**src/fhc_pkg.sv**
```systemverilog
// Shared types and constants for the frame header hunt and checksum receiver.
// No dependencies; every other file refers to this package by scoped names.
`timescale 1ns / 1ps
`default_nettype none

package fhc_pkg;

  // APB register map, one 32-bit word per register
  localparam int unsigned APB_ADDR_W = 4;
  localparam int unsigned APB_DATA_W = 32;

  localparam logic [1:0] REG_HEADER_CODE  = 2'd0;
  localparam logic [1:0] REG_FRAME_LENGTH = 2'd1;
  localparam logic [1:0] REG_SKIP_LIMIT   = 2'd2;

  // Register reset values
  localparam logic [7:0]  HEADER_CODE_RST  = 8'd0;
  localparam logic [7:0]  FRAME_LENGTH_RST = 8'd31;
  localparam logic [15:0] SKIP_LIMIT_RST   = 16'd1000;

  // Shortest frame: header plus two trailer bytes
  localparam logic [7:0]  FRAME_LEN_MIN    = 8'd3;
  localparam logic [15:0] SKIP_COUNT_MAX   = 16'hFFFF;

  typedef struct packed {
    logic [7:0]  header_code;
    logic [7:0]  frame_length;
    logic [15:0] skip_limit;
  } cfg_t;

  typedef struct packed {
    logic [7:0] data_byte;
    logic [7:0] byte_index;
    logic       last_byte;
    logic       header_matched;
    logic       checksum_ok;
  } res_t;

endpackage

`default_nettype wire

```
**src/fhc_cfg_regs.sv**
```systemverilog
// APB configuration registers: header code, frame length and skip limit.
// Depends on fhc_pkg for the register map, reset values and cfg_t.
`timescale 1ns / 1ps
`default_nettype none

module fhc_cfg_regs (
  input  wire logic                               clk_i,
  input  wire logic                               rst_ni,
  input  wire logic                               psel,
  input  wire logic                               penable,
  input  wire logic                               pwrite,
  input  wire logic [fhc_pkg::APB_ADDR_W-1:0]     paddr,
  input  wire logic [fhc_pkg::APB_DATA_W-1:0]     pwdata,
  output logic      [fhc_pkg::APB_DATA_W-1:0]     prdata,
  output logic                                    pready,
  output fhc_pkg::cfg_t                           cfg_o
);

  logic [7:0]  header_code_q;
  logic [7:0]  frame_length_q;
  logic [15:0] skip_limit_q;
  logic        wr_en;
  logic [1:0]  reg_sel;

  assign pready  = 1'b1;
  assign reg_sel = paddr[3:2];
  assign wr_en   = psel & penable & pwrite & pready;

  always_ff @(posedge clk_i or negedge rst_ni) begin
    if (!rst_ni) begin
      header_code_q  <= fhc_pkg::HEADER_CODE_RST;
      frame_length_q <= fhc_pkg::FRAME_LENGTH_RST;
      skip_limit_q   <= fhc_pkg::SKIP_LIMIT_RST;
    end else if (wr_en) begin
      case (reg_sel)
        fhc_pkg::REG_HEADER_CODE:  header_code_q  <= pwdata[7:0];
        fhc_pkg::REG_FRAME_LENGTH: frame_length_q <= pwdata[7:0];
        fhc_pkg::REG_SKIP_LIMIT:   skip_limit_q   <= pwdata[15:0];
        default: ;
      endcase
    end
  end

  always_comb begin
    case (reg_sel)
      fhc_pkg::REG_HEADER_CODE:  prdata = {24'd0, header_code_q};
      fhc_pkg::REG_FRAME_LENGTH: prdata = {24'd0, frame_length_q};
      fhc_pkg::REG_SKIP_LIMIT:   prdata = {16'd0, skip_limit_q};
      default:                   prdata = '0;
    endcase
  end

  assign cfg_o.header_code  = header_code_q;
  assign cfg_o.frame_length = frame_length_q;
  assign cfg_o.skip_limit   = skip_limit_q;

endmodule

`default_nettype wire

```
**src/fhc_frame_core.sv**
```systemverilog
// Frame state: header hunt, byte counting, running sum and trailer compare.
// Depends on fhc_pkg for cfg_t, res_t and the length and count limits.
`timescale 1ns / 1ps
`default_nettype none

module fhc_frame_core (
  input  wire logic          clk_i,
  input  wire logic          rst_ni,
  input  wire logic          step_i,
  input  wire logic [7:0]    byte_i,
  input  wire fhc_pkg::cfg_t cfg_i,
  output logic               res_valid_o,
  output fhc_pkg::res_t      res_o
);

  logic        collecting_q, collecting_d;
  logic [15:0] skipped_count_q, skipped_count_d;
  logic [7:0]  byte_count_q, byte_count_d;
  logic [15:0] running_sum_q, running_sum_d;
  logic [7:0]  trailer_high_q, trailer_high_d;
  logic        start_matched_q, start_matched_d;

  logic [7:0]  len;
  logic [7:0]  len_m1;
  logic [7:0]  len_m2;
  logic        hit;
  logic [15:0] skip_inc;
  logic        skip_force;

  assign len        = (cfg_i.frame_length < fhc_pkg::FRAME_LEN_MIN) ?
                      fhc_pkg::FRAME_LEN_MIN : cfg_i.frame_length;
  assign len_m1     = len - 8'd1;
  assign len_m2     = len - 8'd2;
  assign hit        = (byte_i == cfg_i.header_code);
  assign skip_inc   = (skipped_count_q != fhc_pkg::SKIP_COUNT_MAX) ?
                      skipped_count_q + 16'd1 : skipped_count_q;
  assign skip_force = (skip_inc >= cfg_i.skip_limit);

  always_comb begin
    collecting_d    = collecting_q;
    skipped_count_d = skipped_count_q;
    byte_count_d    = byte_count_q;
    running_sum_d   = running_sum_q;
    trailer_high_d  = trailer_high_q;
    start_matched_d = start_matched_q;
    res_valid_o          = 1'b0;
    res_o.data_byte      = byte_i;
    res_o.byte_index     = byte_count_q;
    res_o.last_byte      = 1'b0;
    res_o.header_matched = start_matched_q;
    res_o.checksum_ok    = 1'b0;

    if (!collecting_q) begin
      skipped_count_d = skip_inc;
      if (hit || skip_force) begin
        // open the frame on a match, or force it once the limit is reached
        collecting_d         = 1'b1;
        start_matched_d      = hit;
        skipped_count_d      = '0;
        byte_count_d         = 8'd1;
        running_sum_d        = {8'd0, byte_i};
        res_valid_o          = 1'b1;
        res_o.byte_index     = '0;
        res_o.header_matched = hit;
      end
    end else begin
      res_valid_o = 1'b1;
      if (byte_count_q >= len_m1) begin
        // trailer low byte: compare and re-arm the hunt
        res_o.last_byte   = 1'b1;
        res_o.checksum_ok = ({trailer_high_q, byte_i} == running_sum_q);
        collecting_d      = 1'b0;
        skipped_count_d   = '0;
        byte_count_d      = '0;
      end else begin
        if (byte_count_q == len_m2) begin
          trailer_high_d = byte_i;
        end else begin
          running_sum_d = running_sum_q + {8'd0, byte_i};
        end
        byte_count_d = byte_count_q + 8'd1;
      end
    end
  end

  always_ff @(posedge clk_i or negedge rst_ni) begin
    if (!rst_ni) begin
      collecting_q    <= 1'b0;
      skipped_count_q <= '0;
      byte_count_q    <= '0;
      running_sum_q   <= '0;
      trailer_high_q  <= '0;
      start_matched_q <= 1'b0;
    end else if (step_i) begin
      collecting_q    <= collecting_d;
      skipped_count_q <= skipped_count_d;
      byte_count_q    <= byte_count_d;
      running_sum_q   <= running_sum_d;
      trailer_high_q  <= trailer_high_d;
      start_matched_q <= start_matched_d;
    end
  end

  // hunting keeps no byte position; a frame in progress keeps no skip count
  a_hunt_no_position: assert property (@(posedge clk_i) disable iff (!rst_ni)
    !collecting_q |-> (byte_count_q == 8'd0))
    else $error("byte count non-zero while hunting");

  a_frame_no_skips: assert property (@(posedge clk_i) disable iff (!rst_ni)
    collecting_q |-> (skipped_count_q == 16'd0) && (byte_count_q != 8'd0))
    else $error("skip count or position inconsistent within frame");

  a_last_rearms: assert property (@(posedge clk_i) disable iff (!rst_ni)
    step_i && res_valid_o && res_o.last_byte |=> !collecting_q)
    else $error("hunt not re-armed after last byte");

  a_mid_frame_stays: assert property (@(posedge clk_i) disable iff (!rst_ni)
    step_i && res_valid_o && !res_o.last_byte |=> collecting_q)
    else $error("frame dropped before its last byte");

  a_ok_only_last: assert property (@(posedge clk_i) disable iff (!rst_ni)
    res_o.checksum_ok |-> res_o.last_byte)
    else $error("checksum flag outside last byte");

endmodule

`default_nettype wire

```
**src/frame_header_hunt_checksum_receiver.sv**
```systemverilog
// Top level of the frame header hunt and checksum receiver.
// Depends on fhc_pkg, fhc_cfg_regs and fhc_frame_core.
`timescale 1ns / 1ps
`default_nettype none

// Usage
//   Input channel rx: one received byte per transaction on rx_byte_i, taken at
//   a rising edge with rx_valid_i high and rx_stall_o low.
//   Output channel: one frame byte per transaction (data_byte_o, byte_index_o,
//   last_byte_o, header_matched_o, checksum_ok_o), taken with out_valid_o high
//   and out_stall_i low. Bytes discarded while hunting give no transaction.
//   Configuration: APB registers header_code (0x0), frame_length (0x4) and
//   skip_limit (0x8); write only while the block is idle. pready is tied high.
//   A byte passes the input register, then the result register, before its
//   result is presented. Throughput: one byte per cycle while out_stall_i is
//   low, set by the single compare/count/add pass between the two registers.
//   Reset clears the hunt state, the registers to their defaults and both
//   valid flags. When the receiver stalls, the result register holds and one
//   further byte waits in the input register; rx_stall_o then rises until the
//   result is taken.

module frame_header_hunt_checksum_receiver (
  input  wire logic                               clk_i,
  input  wire logic                               rst_ni,
  // configuration
  input  wire logic                               psel,
  input  wire logic                               penable,
  input  wire logic                               pwrite,
  input  wire logic [fhc_pkg::APB_ADDR_W-1:0]     paddr,
  input  wire logic [fhc_pkg::APB_DATA_W-1:0]     pwdata,
  output logic      [fhc_pkg::APB_DATA_W-1:0]     prdata,
  output logic                                    pready,
  // received bytes
  input  wire logic                               rx_valid_i,
  output logic                                    rx_stall_o,
  input  wire logic [7:0]                         rx_byte_i,
  // frame bytes
  output logic                                    out_valid_o,
  input  wire logic                               out_stall_i,
  output logic      [7:0]                         data_byte_o,
  output logic      [7:0]                         byte_index_o,
  output logic                                    last_byte_o,
  output logic                                    header_matched_o,
  output logic                                    checksum_ok_o
);

  fhc_pkg::cfg_t cfg;
  fhc_pkg::res_t res;
  fhc_pkg::res_t out_q;
  logic          res_valid;

  logic          in_valid_q;
  logic [7:0]    in_byte_q;
  logic          out_valid_q;
  logic          out_ready;
  logic          step;

  fhc_cfg_regs u_cfg (
    .clk_i   (clk_i),
    .rst_ni  (rst_ni),
    .psel    (psel),
    .penable (penable),
    .pwrite  (pwrite),
    .paddr   (paddr),
    .pwdata  (pwdata),
    .prdata  (prdata),
    .pready  (pready),
    .cfg_o   (cfg)
  );

  // The result register can take a new value when empty or being drained
  assign out_ready  = !out_valid_q || !out_stall_i;
  // Process the held byte whenever the result register can take it
  assign step       = in_valid_q && out_ready;
  // Hold the input register only while its byte cannot move on
  assign rx_stall_o = in_valid_q && !out_ready;

  always_ff @(posedge clk_i or negedge rst_ni) begin
    if (!rst_ni) begin
      in_valid_q <= 1'b0;
    end else if (!rx_stall_o) begin
      in_valid_q <= rx_valid_i;
    end
  end

  always_ff @(posedge clk_i) begin
    if (rx_valid_i && !rx_stall_o) begin
      in_byte_q <= rx_byte_i;
    end
  end

  fhc_frame_core u_core (
    .clk_i       (clk_i),
    .rst_ni      (rst_ni),
    .step_i      (step),
    .byte_i      (in_byte_q),
    .cfg_i       (cfg),
    .res_valid_o (res_valid),
    .res_o       (res)
  );

  // Result register: load on a produced result, clear on a drained one
  always_ff @(posedge clk_i or negedge rst_ni) begin
    if (!rst_ni) begin
      out_valid_q <= 1'b0;
    end else if (out_ready) begin
      out_valid_q <= step && res_valid;
    end
  end

  always_ff @(posedge clk_i) begin
    if (step && res_valid) begin
      out_q <= res;
    end
  end

  assign out_valid_o      = out_valid_q;
  assign data_byte_o      = out_q.data_byte;
  assign byte_index_o     = out_q.byte_index;
  assign last_byte_o      = out_q.last_byte;
  assign header_matched_o = out_q.header_matched;
  assign checksum_ok_o    = out_q.checksum_ok;

endmodule

`default_nettype wire
```
**config.mk**
```make
export PLATFORM = sky130hd
export DESIGN_NAME = frame_header_hunt_checksum_receiver
export DESIGN_NICKNAME = d
export VERILOG_FILES = /design/src/fhc_pkg.sv /design/src/fhc_cfg_regs.sv /design/src/fhc_frame_core.sv /design/src/frame_header_hunt_checksum_receiver.sv
export SDC_FILE = /design/constraint.sdc
export NUM_CORES = 1
export LEC_CHECK = 0
export BUFFER_PORTS_ARGS = -buffer_cell sky130_fd_sc_hd__buf_4
export CAP_MARGIN = 20
export CORE_MARGIN = 10
export CORE_UTILIZATION = 26
export CTS_CLUSTER_SIZE = 28
export DETAILED_ROUTE_END_ITERATION = 10
export GPL_ROUTABILITY_DRIVEN = 0
export SYNTH_ARGS = -nofsm -noshare
export SYNTH_HDL_FRONTEND = slang
export SYNTH_SLANG_ARGS = --single-unit
```
**constraint.sdc**
```tcl
create_clock -name clk_i -period 4.45 [get_ports clk_i]
set_input_delay 0.6675 -clock clk_i [delete_from_list [all_inputs] [get_ports clk_i]]
set_output_delay 0.6675 -clock clk_i [all_outputs]
set_load 0.01 [all_outputs]
```
# Word-level counts from Yosys, hierarchy flattened

Cells that the tools add are included.
W data, S select, Z words.

Memories: 0
Bits in latches: 0
Word-level logic and storage cells: 79
Output and inout port bits: 54
Memory bits (read-only): 0
Bits of input ports: 51
Bits in writable memories: 0
Register bits after elaboration: 111

Shifts and indexed selects: 0
Multiplexer cells: 22
Bitwise logic cells: 3
Magnitude comparators: 3
Divide/modulo/power cells: 0
Multipliers: 0
Add/subtract/negate cells: 5
Reductions and logical operators: 20
Eq/ne operators: 9

Operators by type and width:

| operator                | count |
|---|---|
| $mux W16                | 8 |
| $mux W8                 | 6 |
| $pmux W16 S3            | 1 |
| $add A16 B1 Y16 const B | 1 |
| $add A16 B8 Y16         | 1 |
| $eq A16 B16 Y1          | 1 |
| $eq A8 B8 Y1            | 2 |
| $ge A16 B16 Y1          | 1 |
| $ne A16 B16 Y1 const B  | 1 |
| $reduce_and A2 Y1       | 6 |
| $add A8 B1 Y8 const B   | 1 |
| $ge A8 B8 Y1            | 1 |
| $lt A8 B2 Y1 const B    | 1 |
| $reduce_and A4 Y1       | 2 |
| $sub A8 B1 Y8 const B   | 1 |
| $sub A8 B2 Y8 const B   | 1 |
| $mux W1                 | 7 |
| $ne A2 B2 Y1 const B    | 3 |
| $logic_and A1 B1 Y1     | 4 |
| $logic_not A1 Y1        | 4 |
| $and A1 B1 Y1           | 2 |
| $eq A2 B1 Y1 const B    | 1 |
| $eq A2 B2 Y1 const B    | 1 |
| $logic_not A2 Y1        | 1 |
| 3 further kinds         | 4 |

# Depth between registers and ports, before layout

Gate-level depths: netlist of the first run.

Depth after elaboration: 7
Gate-level depth with buffers: 17
Depth with buffers taken out: 15

# Hierarchy

A second synthesis of the first run with hierarchy kept.

Cells, all modules: 677
Area, all modules: 6890.4 um^2

Modules (own cells, without submodules):

| module                              | cells each | area an instance (um^2) | instances | sequential area each (um^2) |
|---|---|---|---|---|
| fhc_frame_core                      | 514        | 4385.5                  | 1         | 1251.2 |
| fhc_cfg_regs                        | 125        | 1595.3                  | 1         | 814.5 |
| frame_header_hunt_checksum_receiver | 38         | 909.6                   | 1         | 860.8 |

# Worst setup path before layout of the first run

No wires, ideal clock.

Path type: reg-to-reg
Start point: register u_core.skipped_count_q[3]
End point: register out_q (netlist bit byte_index_o[0]), enable pin
Path buffers: 1
Cell stages (with the launch flop): 14
Clock period less this slack: 3826 ps
Data required time: 4076 ps
Slack: 624 ps
Arrival time: 3453 ps
Setup time: 374 ps
Cell sequence: dfrtp_1 > clkbuf_2 > and4_1 > nand4_1 > nor4_4 > nor2_1 > and4_1 > xor2_1 > ha_1 > nand2_1 > or3_1 > o211ai_2 > o21ai_1 > inv_1

Longest elaborated chain between the ends: 7
Elaborated cells between the ends (all ways): 8
Classes of those cells: 1 x add/sub; 1 x order compare; 1 x eq/ne; 3 x mux; 2 x reduce/logical

Ends and longest elaborated chain:

| element                                           | line                                       | text |
|---|---|---|
| start: declaration                                | fhc_frame_core.sv:17                       | `logic [15:0] skipped_count_q, skipped_count_d;` |
| start signal: assignment                          | fhc_frame_core.sv:96                       | `skipped_count_q <= skipped_count_d;` |
| $add A16 B1 Y16 or $ne A16 B16 Y1 (tied branches) | fhc_frame_core.sv:36, fhc_frame_core.sv:35 |  |
| $mux W16 (*)                                      | fhc_frame_core.sv:35                       | `assign skip_inc = (skipped_count_q != fhc_pkg::SKIP_COUNT_MAX) ?` |
| $ge A16 B16 Y1 (*)                                | fhc_frame_core.sv:37                       | `assign skip_force = (skip_inc >= cfg_i.skip_limit);` |
| $logic_or A1 B1 Y1 (*)                            | fhc_frame_core.sv:55                       | `if (hit \|\| skip_force) begin` |
| $mux W1 (*)                                       | fhc_frame_core.sv:55                       |  |
| $mux W1 (*)                                       | fhc_frame_core.sv:53                       | `if (!collecting_q) begin` |
| $logic_and A1 B1 Y1 (*)                           | frame_header_hunt_checksum_receiver.sv:112 | `if (step && res_valid) begin` |
| end signal: assignment                            | frame_header_hunt_checksum_receiver.sv:113 | `out_q <= res;` |
| end: declaration                                  | frame_header_hunt_checksum_receiver.sv:49  | `fhc_pkg::res_t out_q;` |

Every way passes the cells marked *; elsewhere a longest branch is shown, timed or not.
A chain may end at the register's enable or synchronous reset.

# Worst setup path after layout of the first run

Start point: register u_core.skipped_count_q[4]
End point: register u_core.running_sum_q[10]

Longest elaborated chain between the ends: 6
Elaborated cells between the ends (all ways): 7
Classes of those cells: 1 x add/sub; 1 x order compare; 1 x eq/ne; 1 x mux; 3 x reduce/logical

Ends and longest elaborated chain:

| element                                           | line                                       | text |
|---|---|---|
| $add A16 B1 Y16 or $ne A16 B16 Y1 (tied branches) | fhc_frame_core.sv:36, fhc_frame_core.sv:35 |  |
| $mux W16 (*)                                      | fhc_frame_core.sv:35                       |  |
| $ge A16 B16 Y1 (*)                                | fhc_frame_core.sv:37                       |  |
| $logic_or A1 B1 Y1 (*)                            | fhc_frame_core.sv:55                       |  |
| $reduce_bool A2 Y1 (no source line) (*)           | -                                          |  |
| $reduce_and A4 Y1 (no source line) (*)            | -                                          |  |
| end signal: assignment                            | fhc_frame_core.sv:98                       | `running_sum_q <= running_sum_d;` |
| end: declaration                                  | fhc_frame_core.sv:19                       | `logic [15:0] running_sum_q, running_sum_d;` |

Marked as above.

==> metrics.txt, run 1 <==
# rows 58; clk_skew roughly 14 ps; CP Class flip-flop to flip-flop; Starting Density 0.2645; PortBufs 69; final setup margin between 300 and 400 ps; post-layout net count between 800 and 900; endpoints failing hold 0; CTS hold repair buffers 0; Max-Cap Viols 0; main flop type after synthesis dfrtp_1; outcome completed; Die H 180.1 um; TritonRoute pass-1 iters 5; vias in the first global route 4894; Setup Viol. Count Final 0; wire length per cell roughly 15 um; CTS Buf Count 9; Yosys reg bits ~110; Finished Layout Cells approximately 1100; GRT overflow 0; PwrDens between 400 and 500 nW/um2; CORE AREA between 20000 and 30000 um2; post-CTS sizing 0; Async SR Flop Fraction 0.7568; number of inserted diodes 0; area taken by multi-input logic gates between 3000 and 4000 um2; Detailed Route WL 16470 um; die area between 30000 and 40000 um2; CP delay by family, top simple AND/OR/NAND/NOR gates; Area Growth Syn to Fin 18.86%; Post-Place Setup Slack about 380 ps; Startpoint Class flip-flop; DP HPWL 12510 um; Max Root-Sink Buffers 2; Post-Syn Instances 659; Max FO, Critical Path 9; worst hold slack between 300 and 400 ps; CTS tree yes; Die Width around 180 um; largest net degree at the start of global routing slightly above 60; clock sinks ~110; Slew @ Worst Pin between 1000 and 1500 ps; share of cells above drive strength 1 0.2292; CP max-delay cell or4_1; DR DRC count 0; fillers between 2000 and 3000; warnings from Yosys 0; Hold Crit Class input port to asynchronous set/reset pin; CTS H-tree lvls 3; average vias per placed instance 4.632; endpoint class of the critical path flip-flop; # IOs ~110; placed cell area roughly 7600 um2; Critical Path AT roughly 4400 ps; Post-synth EDFFs 27; CP max stage delay about 460 ps; post-CTS setup buffers 0; maximum vdd drop approximately 0.18 mV; GRT Total Usage 0.09945; sequential share of the synthesized area 0.4393; P_leak 3.479 nW; final number of max-transition violations 0; CTS clock-pin slew for the worst setup and hold paths approximately 80 ps; Clk Latency, worst-skew pair around 360 ps; count of different cell masters after synthesis 62; post-route ant nets 0; fmax approximately 240 MHz; fin area slightly below 8000 um2; Detailed Route Iter0 Violations 407; first-pass GRT wire length about 27000 um; worst-path cell chain and4_1 > nand4_1 > buf_4 > nor3_1 > and3_1 > nor2b_1 > a21oi_1 > ha_1 > nand4_1 > or3_1 > o211ai_2 > o211ai_1 > buf_4 > or4_1 > mux2i_1; worst path bufs/invs 2; RSZ-0062 raised after global routing false; sequential cell area roughly 2900 um2; Slew headroom 0.2615; post-placement cell count between 1000 and 1500; Root Buffer clkbuf_16; Tmin final a little over 4000 ps; vias approximately 5000; antenna violations before repair 0; Fin Setup TNS 0 ps; Post-Syn Area per Cell 10.11 um2; Mapped Area around 6700 um2; Final Cycle Share 0.9324; required time worst endpoint ~4700 ps
==> Yosys cell counts (2+ instances only) <==
cell | count | area share
a211oi_1 | 7 | 0.0079
a21bo_2 | 2 | 0.0030
a21o_1 | 6 | 0.0068
a21oi_1 | 15 | 0.011
a22o_1 | 9 | 0.012
a31oi_1 | 3 | 0.0028
and2_1 | 12 | 0.011
and3_1 | 7 | 0.0066
and4_1 | 3 | 0.0039
buf_2 | 5 | 0.0038
buf_4 | 17 | 0.019
clkbuf_1 | 15 | 0.0085
conb_1 | 2 | 0.0011
dfrtp_1 | 73 | 0.27
dfstp_2 | 11 | 0.043
edfxtp_1 | 27 | 0.12
ha_1 | 37 | 0.069
inv_1 | 38 | 0.021
mux2_2 | 39 | 0.066
mux2i_1 | 11 | 0.017
nand2_1 | 52 | 0.029
nand2b_1 | 13 | 0.012
nand3_1 | 16 | 0.012
nand3b_1 | 2 | 0.0023
nand4_1 | 6 | 0.0056
nand4b_1 | 2 | 0.0026
nor2_1 | 34 | 0.019
nor2b_1 | 12 | 0.011
nor3_1 | 20 | 0.015
nor4_1 | 8 | 0.0075
o211ai_1 | 4 | 0.0045
o21a_1 | 9 | 0.010
o21ai_0 | 54 | 0.041
o21ai_1 | 2 | 0.0015
o21bai_1 | 2 | 0.0023
o22ai_1 | 3 | 0.0028
o2bb2ai_1 | 2 | 0.0026
o31a_1 | 2 | 0.0026
o31ai_1 | 6 | 0.0068
or3_1 | 4 | 0.0038
or3_4 | 2 | 0.0034
or4_1 | 2 | 0.0023
xnor2_1 | 24 | 0.032
xor2_1 | 21 | 0.028
==> where the power goes <==
| part | internal (W) | switching, W | total (W) | leakage [nW] |
|---|---|---|---|---|
| registers | 0.00130 | 0.000199 | 0.00150 | 1.30 |
| clock network | 0.000438 | 0.000384 | 0.000823 | 0.140 |
| logic | 0.000667 | 0.000773 | 0.00144 | 2.03 |
==> per-layer routing <==
layer / GRT usage / wire (um) / up-vias
met3: 0.02831 / 930 / 16
met2: 0.1567 / 7586 / 108
met1: 0.1296 / 7724 / 2390
met4: 0.02854 / 229 / 0
met5: 0 / 0 / -
li1: - / - / 2470
==> final timing paths <==
kind | from | end | slack (ps) | cells past startpoint
min | rst_ni | u_cfg.skip_limit_q[13] | 370 | 1
max | u_core.skipped_count_q[4] | u_core.running_sum_q[10] | 300 | 15
min in group clk_i | rx_byte_i[2] | in_byte_q[2] | 480 | 1
min reg2reg | u_core.running_sum_q[2] | u_core.running_sum_q[2] | 510 | 1
max reg2reg | u_core.skipped_count_q[4] | u_core.running_sum_q[10] | 300 | 15
max in group asynchronous | rst_ni | u_core.running_sum_q[8] | 3170 | 2
==> cells in the final DEF (no fill, tap or decap), drive strengths merged, types with 9 or more instances in the layout <==
| master | count |
|---|---|
| a21oi | 15 |
| a22o | 9 |
| and2 | 13 |
| buf | 96 |
| clkbuf | 11 |
| conb | 17 |
| dfrtp | 73 |
| dfstp | 11 |
| edfxtp | 27 |
| ha | 37 |
| inv | 39 |
| mux2 | 39 |
| mux2i | 11 |
| nand2 | 52 |
| nand2b | 13 |
| nand3 | 16 |
| nor2 | 35 |
| nor2b | 12 |
| nor3 | 21 |
| nor4 | 9 |
| o21a | 9 |
| o21ai | 56 |
| xnor2 | 24 |
| xor2 | 21 |
==> through the flow <==
step / power, W / util
after floorplan: 0.002524 / -
after global placement: 0.002928 / 0.3029
after detailed placement: 0.002960 / 0.3029
after CTS: 0.003800 / 0.3144
after global routing: 0.004053 / 0.3144
final: 0.003765 / 0.3144
==> sequential cells by signal (all words and copies together), names as in the netlist <==
signal	cells
u_cfg.skip_limit_q	16
u_core.running_sum_q	16
u_core.skipped_count_q	16
byte_index_o	8
data_byte_o	8
in_byte_q	8
u_cfg.frame_length_q	8
u_cfg.header_code_q	8
u_core.byte_count_q	8
u_core.trailer_high_q	8
checksum_ok_o	1
header_matched_o	1
in_valid_q	1
last_byte_o	1
out_valid_o	1
u_core.collecting_q	1
u_core.start_matched_q	1
==> cell families (layout without fill, tap and decap cells) <==
logic type	after synthesis	count (layout)	synth area share
AO/OA/AOI/OAI	134	134	0.1307
XOR/XNOR	45	45	0.05917
adder cells (fa/ha/maj)	38	38	0.07250
buffers and inverters	78	150	0.05578
flip-flops	111	111	0.4393
multiplexers	50	50	0.08246
other	2	17	0.001127
AND/OR/NAND/NOR	201	201	0.1589
==> area by class of cell <==
type                    count  area share
flip-flops and latches    111      0.3696
inverters                  38     0.01802
clock buffers              11     0.02939
multi-input cells         485      0.4325
clock inverters             5    0.007269
well taps                 330     0.05215
repair buffers             96     0.09102
No activity file was read; power rests on OpenSTA's default activity.
==> inputs of run 2 (changes only) <==
- CELL_PAD_IN_SITES_DETAIL_PLACEMENT: default -> 1
- CELL_PAD_IN_SITES_GLOBAL_PLACEMENT: default -> 2
- PLACE_DENSITY_LB_ADDON: default -> 0.1
==> metrics.txt, run 2 (synthesis results as in run 1) <==
outcome completed; post-placement cell count 1065; post-route ant nets 0; setup slack, reg-to-reg roughly 380 ps; # rows between 50 and 60; Max-Cap Viols 0; average vias per placed instance roughly 4.7; share of cells above drive strength 1 0.2357; worst-path cell chain and4_1 > nand4_1 > nor4_1 > buf_4 > and3_1 > nand3b_1 > o21a_1 > ha_1 > nand4_1 > or3_1 > o211ai_2 > o211ai_1 > buf_4 > nor4_1 > a31o_2; most frequent cells in the layout buf_4 (101), dfrtp_1 (73), o21ai_0 (54); fmax approximately 250 MHz; maximum vdd drop roughly 0.21 mV; number of inserted diodes 0; P_leak ~3.5 nW; clock sinks about 110; Slew @ Worst Pin 868.3 ps; r2r startpoint u_core.skipped_count_q[4]; most common cell after layout, fill and taps aside buf_4; P_sw approximately 0.0014 W; biggest regs u_cfg.skip_limit_q (16), u_core.running_sum_q (16), u_core.skipped_count_q (16); CTS clock-pin slew for the worst setup and hold paths ~80 ps; Setup crit end u_core.running_sum_q[9]; worst path bufs/invs 2; switching share of power 0.3769; Root Buffer clkbuf_16; Clk Latency, worst-skew pair roughly 360 ps; antenna violations before repair 0; Max Root-Sink Buffers 2; CTS tree yes; worst setup path startpoint u_core.skipped_count_q[4]; GRT Total Usage 0.1256; endpoint class of the critical path flip-flop; GRT overflow 0; Critical R2R Capture u_core.running_sum_q[9]; die area between 30000 and 40000 um2; Setup Viol. Count Final 0; Starting Density 0.2645; Startpoint Class flip-flop; CP Class flip-flop to flip-flop; CTS H-tree lvls 3; internal power roughly 0.0024 W; required time worst endpoint around 4800 ps; PwrDens 482.0 nW/um2; wire length per cell between 15 and 20 um; Detailed Route Iter0 Violations roughly 220; CTS Buf Count 9; Critical Path AT roughly 4400 ps; first-pass GRT wire length roughly 33000 um; Die Width about 180 um; vias just over 5000; PortBufs between 60 and 70; Die H about 180 um; Final Cycle Share 0.9141; # IOs between 100 and 150; Worst Reg2Reg Path Length in Cells 15; Area Growth Syn to Fin 19.20%; Combinational Power Share 0.396; Clk pwr share 0.209; Slew headroom 0.4212; post-layout net count 835; final number of max-transition violations 0; Finished Layout Cells roughly 1100; CP delay by family, top simple AND/OR/NAND/NOR gates; Fin Setup TNS 0 ps; endpoints failing hold 0; DP HPWL ~16000 um; fillers around 2800; RSZ-0062 raised after global routing false; vias in the first global route approximately 5700; CP max-delay cell nor4_1; clk_skew 10.20 ps; post-CTS sizing 0; Hold Crit Class input port to asynchronous set/reset pin; CORE AREA ~25000 um2; Seq pwr share 0.394; post-CTS setup buffers 0; DR DRC count 0; CTS hold repair buffers 0; largest net degree at the start of global routing 61; Tmin final between 4000 and 5000 ps; Max FO, Critical Path 6; Detailed Route WL between 20000 and 25000 um; CP max stage delay 520 ps; TritonRoute pass-1 iters 4; Levels on crit path 15
==> run 2: cell types whose count changed in the layout (fill, tap and decap cells not counted), sizes merged <==
cell and delta:
bufinv -1, buf +5, inv +1
==> run 2: power by group through the flow <==
| stage | Sequential (W) | Clock, W | Combinational [W] |
|---|---|---|---|
| after floorplan | 0.00145 | 0 | 0.00107 |
| after global placement | 0.00152 | 0 | 0.00149 |
| after detailed placement | 0.00153 | 0 | 0.00154 |
| after CTS | 0.00151 | 0.000836 | 0.00154 |
| after global routing | 0.00154 | 0.000877 | 0.00172 |
| final | 0.00151 | 0.000801 | 0.00152 |
==> run 2: worst min path at each step <==
stage,slack (ps),end,start
5_1_grt,460,in_byte_q[7],rx_byte_i[7]
4_1_cts,460,out_valid_o,rst_ni
6_report,420,u_core.running_sum_q[4],rst_ni
2_1_floorplan,370,in_valid_q,rst_ni
3_3_place_gp,490,u_core.running_sum_q[7],u_core.running_sum_q[7]
3_5_place_dp,510,u_core.running_sum_q[0],u_core.running_sum_q[0]
==> run 2: cell type report <==
| cell class | count | area (um2) | share of cell area |
|---|---|---|---|
| Clock buffer | 11 | 242.7 | 0.03057 |
| Clock inverter | 5 | 32.53 | 0.004097 |
| Inverter | 38 | 142.6 | 0.01796 |
| Multi-Input combinational cell | 485 | 3425 | 0.4313 |
| Sequential cell | 111 | 2927 | 0.3686 |
| Tap cell | 330 | 412.9 | 0.05200 |
| Timing Repair Buffer | 101 | 758.2 | 0.09549 |
==> run 2: per-layer routing <==
| layer | GRT usage | vias to the layer above | wire length, um |
|---|---|---|---|
| li1 | - | 2476 | - |
| met1 | 0.1495 | 2530 | 9186 |
| met2 | 0.2263 | 58 | 10340 |
| met3 | 0.02570 | 10 | 543 |
| met4 | 0.02887 | 0 | 182 |
| met5 | 0 | - | 0 |
==> run 2: metrics by stage <==
step	worst slack [ps]	hold WS [ps]	utilization	area [um2]	power [W]
after global placement	431.3	494.8	0.3041	7657	0.003007
after floorplan	623.5	371.9	-	6718	0.002524
after CTS	337.5	458.6	0.3153	7940	0.003892
after detailed placement	407.0	505.5	0.3044	7665	0.003069
after global routing	36.68	464.2	0.3153	7940	0.004142
final	382.3	420.5	0.3153	7940	0.003827
==> run 2: worst reg2reg max path, delay by kind of cell, from the launching register on <==
kind | cells | cell delay, ps
AO/OA/AOI/OAI | 4 | 720
adder cells (fa/ha/maj) | 1 | 320
buffers and inverters | 2 | 370
flip-flops | 1 | 440
AND/OR/NAND/NOR | 8 | 2160
==> inputs of run 3 (changes only) <==
- ABC_CLOCK_PERIOD_IN_PS: default -> 4450
- PLACE_DENSITY: default -> 0.61
- PLACE_DENSITY_LB_ADDON: 0.1 -> default
==> metrics.txt, run 3 (synthesis results as in run 1) <==
outcome completed; post-route ant nets 0; required time worst endpoint 4720 ps; Slew headroom 0.3926; CP max-delay cell or4_1; Die H 180.1 um; vias in the first global route about 5600; CTS H-tree lvls 3; fillers around 2800; endpoint class of the critical path flip-flop; Detailed Route WL a little under 20000 um; wire length per cell approximately 18 um; Hold Crit Class input port to asynchronous set/reset pin; GRT overflow 0; average vias per placed instance about 4.7; die area between 30000 and 40000 um2; first-pass GRT wire length 31890 um; worst-path cell chain and4_1 > nand4_1 > nor4_1 > and3_1 > nand3b_1 > o21a_1 > ha_1 > nand4_1 > or3_1 > o211ai_2 > o211ai_1 > buf_4 > or4_1 > o21ai_0; CTS hold repair buffers 0; final number of max-transition violations 0; DR DRC count 0; post-CTS setup buffers 0; CTS Buf Count 9; Max Root-Sink Buffers 2; most frequent cells in the layout buf_4 (94), dfrtp_1 (73), o21ai_0 (54); CTS tree yes; Setup Viol. Count Final 0; CP dominant cell by count nand4_1; clock sinks roughly 110; Max-Cap Viols 0; final core occ 0.3161; biggest regs u_cfg.skip_limit_q (16), u_core.running_sum_q (16), u_core.skipped_count_q (16); worst hold slack a little over 400 ps; largest net degree at the start of global routing 56; Post-Place Setup Slack ~380 ps; CP Class flip-flop to flip-flop; P_leak 3.502 nW; PortBufs just under 70; sequential cell area approximately 2900 um2; RSZ-0062 raised after global routing false; Max FO, Critical Path 11; Slew @ Worst Pin a little over 900 ps; CTS clock-pin slew for the worst setup and hold paths around 80 ps; Area Growth Syn to Fin 19.50%; area taken by multi-input logic gates 3425 um2; number of inserted diodes 0; most common cell after layout, fill and taps aside buf_4; clk_skew approximately 13 ps; Final Cycle Share 0.9112; # rows 58; TritonRoute pass-1 iters 4; CP max stage delay approximately 540 ps; Startpoint Class flip-flop; endpoints failing hold 0; PwrDens around 500 nW/um2; final setup margin 395.4 ps; post-layout net count slightly above 800; DP HPWL 15060 um; Critical Path AT approximately 4300 ps; GRT Total Usage 0.1216; Root Buffer clkbuf_16; share of cells above drive strength 1 0.2309; Clk Latency, worst-skew pair approximately 360 ps; Tmin final slightly above 4000 ps; antenna violations before repair 0; Die Width 180.1 um; Starting Density 0.2645; fmax around 250 MHz; CORE AREA between 20000 and 30000 um2; post-CTS sizing 0; vias 5035; maximum vdd drop approximately 0.19 mV; # IOs between 100 and 150; Fin Setup TNS 0 ps; worst path bufs/invs 1; CP delay by family, top simple AND/OR/NAND/NOR gates; Detailed Route Iter0 Violations 200
run 3: cell types whose count changed in the layout (fill, tap and decap cells not counted), sizes merged:
cell and change:
buf -6, bufinv +3, clkbuf -2, clkinvlp -1
run 3: path summary, 6_finish.rpt:
check	start	to	slack [ps]	depth (start not counted)
worst min-delay path	rst_ni	u_core.skipped_count_q[8]	400	1
worst max-delay path	u_core.skipped_count_q[4]	u_core.running_sum_q[8]	400	14
max in group asynchronous	rst_ni	u_cfg.frame_length_q[3]	3070	2
worst min register to register	u_core.running_sum_q[0]	u_core.running_sum_q[0]	510	1
worst max register to register	u_core.skipped_count_q[4]	u_core.running_sum_q[8]	400	14
min in group clk_i	rx_byte_i[4]	in_byte_q[4]	490	1
run 3: area by class of cell:
type	instances	area share
clock inverters	7	0.01478
clock buffers	9	0.02829
repair buffers	95	0.08928
well taps	330	0.05187
inverters	38	0.01792
flip-flops and latches	111	0.3677
multi-input cells	485	0.4302
run 3: per-layer routing:
| layer | wire (um) | track usage |
|---|---|---|
| met5 | 0 | 0 |
| met3 | 669 | 0.02349 |
| met2 | 9902 | 0.2150 |
| met1 | 8948 | 0.1502 |
| met4 | 152 | 0.02461 |
run 3: where the power goes:
group	total (W)	internal [W]	switching (W)
Combinational	0.00149	0.000676	0.000814
Sequential	0.00151	0.00130	0.000204
Clock	0.000954	0.000554	0.000400
Total	0.00395	0.00253	0.00142
run 3: per-stage QoR:
step | cells | instance area [um2] | total power, W
detailed placement | 1058 | 7612 | 0.003038
global route | 1075 | 7960 | 0.004275
finish | 1075 | 7960 | 0.003950
floorplan | 674 | 6718 | 0.002524
global placement | 1058 | 7612 | 0.002970
CTS | 1074 | 7955 | 0.004019
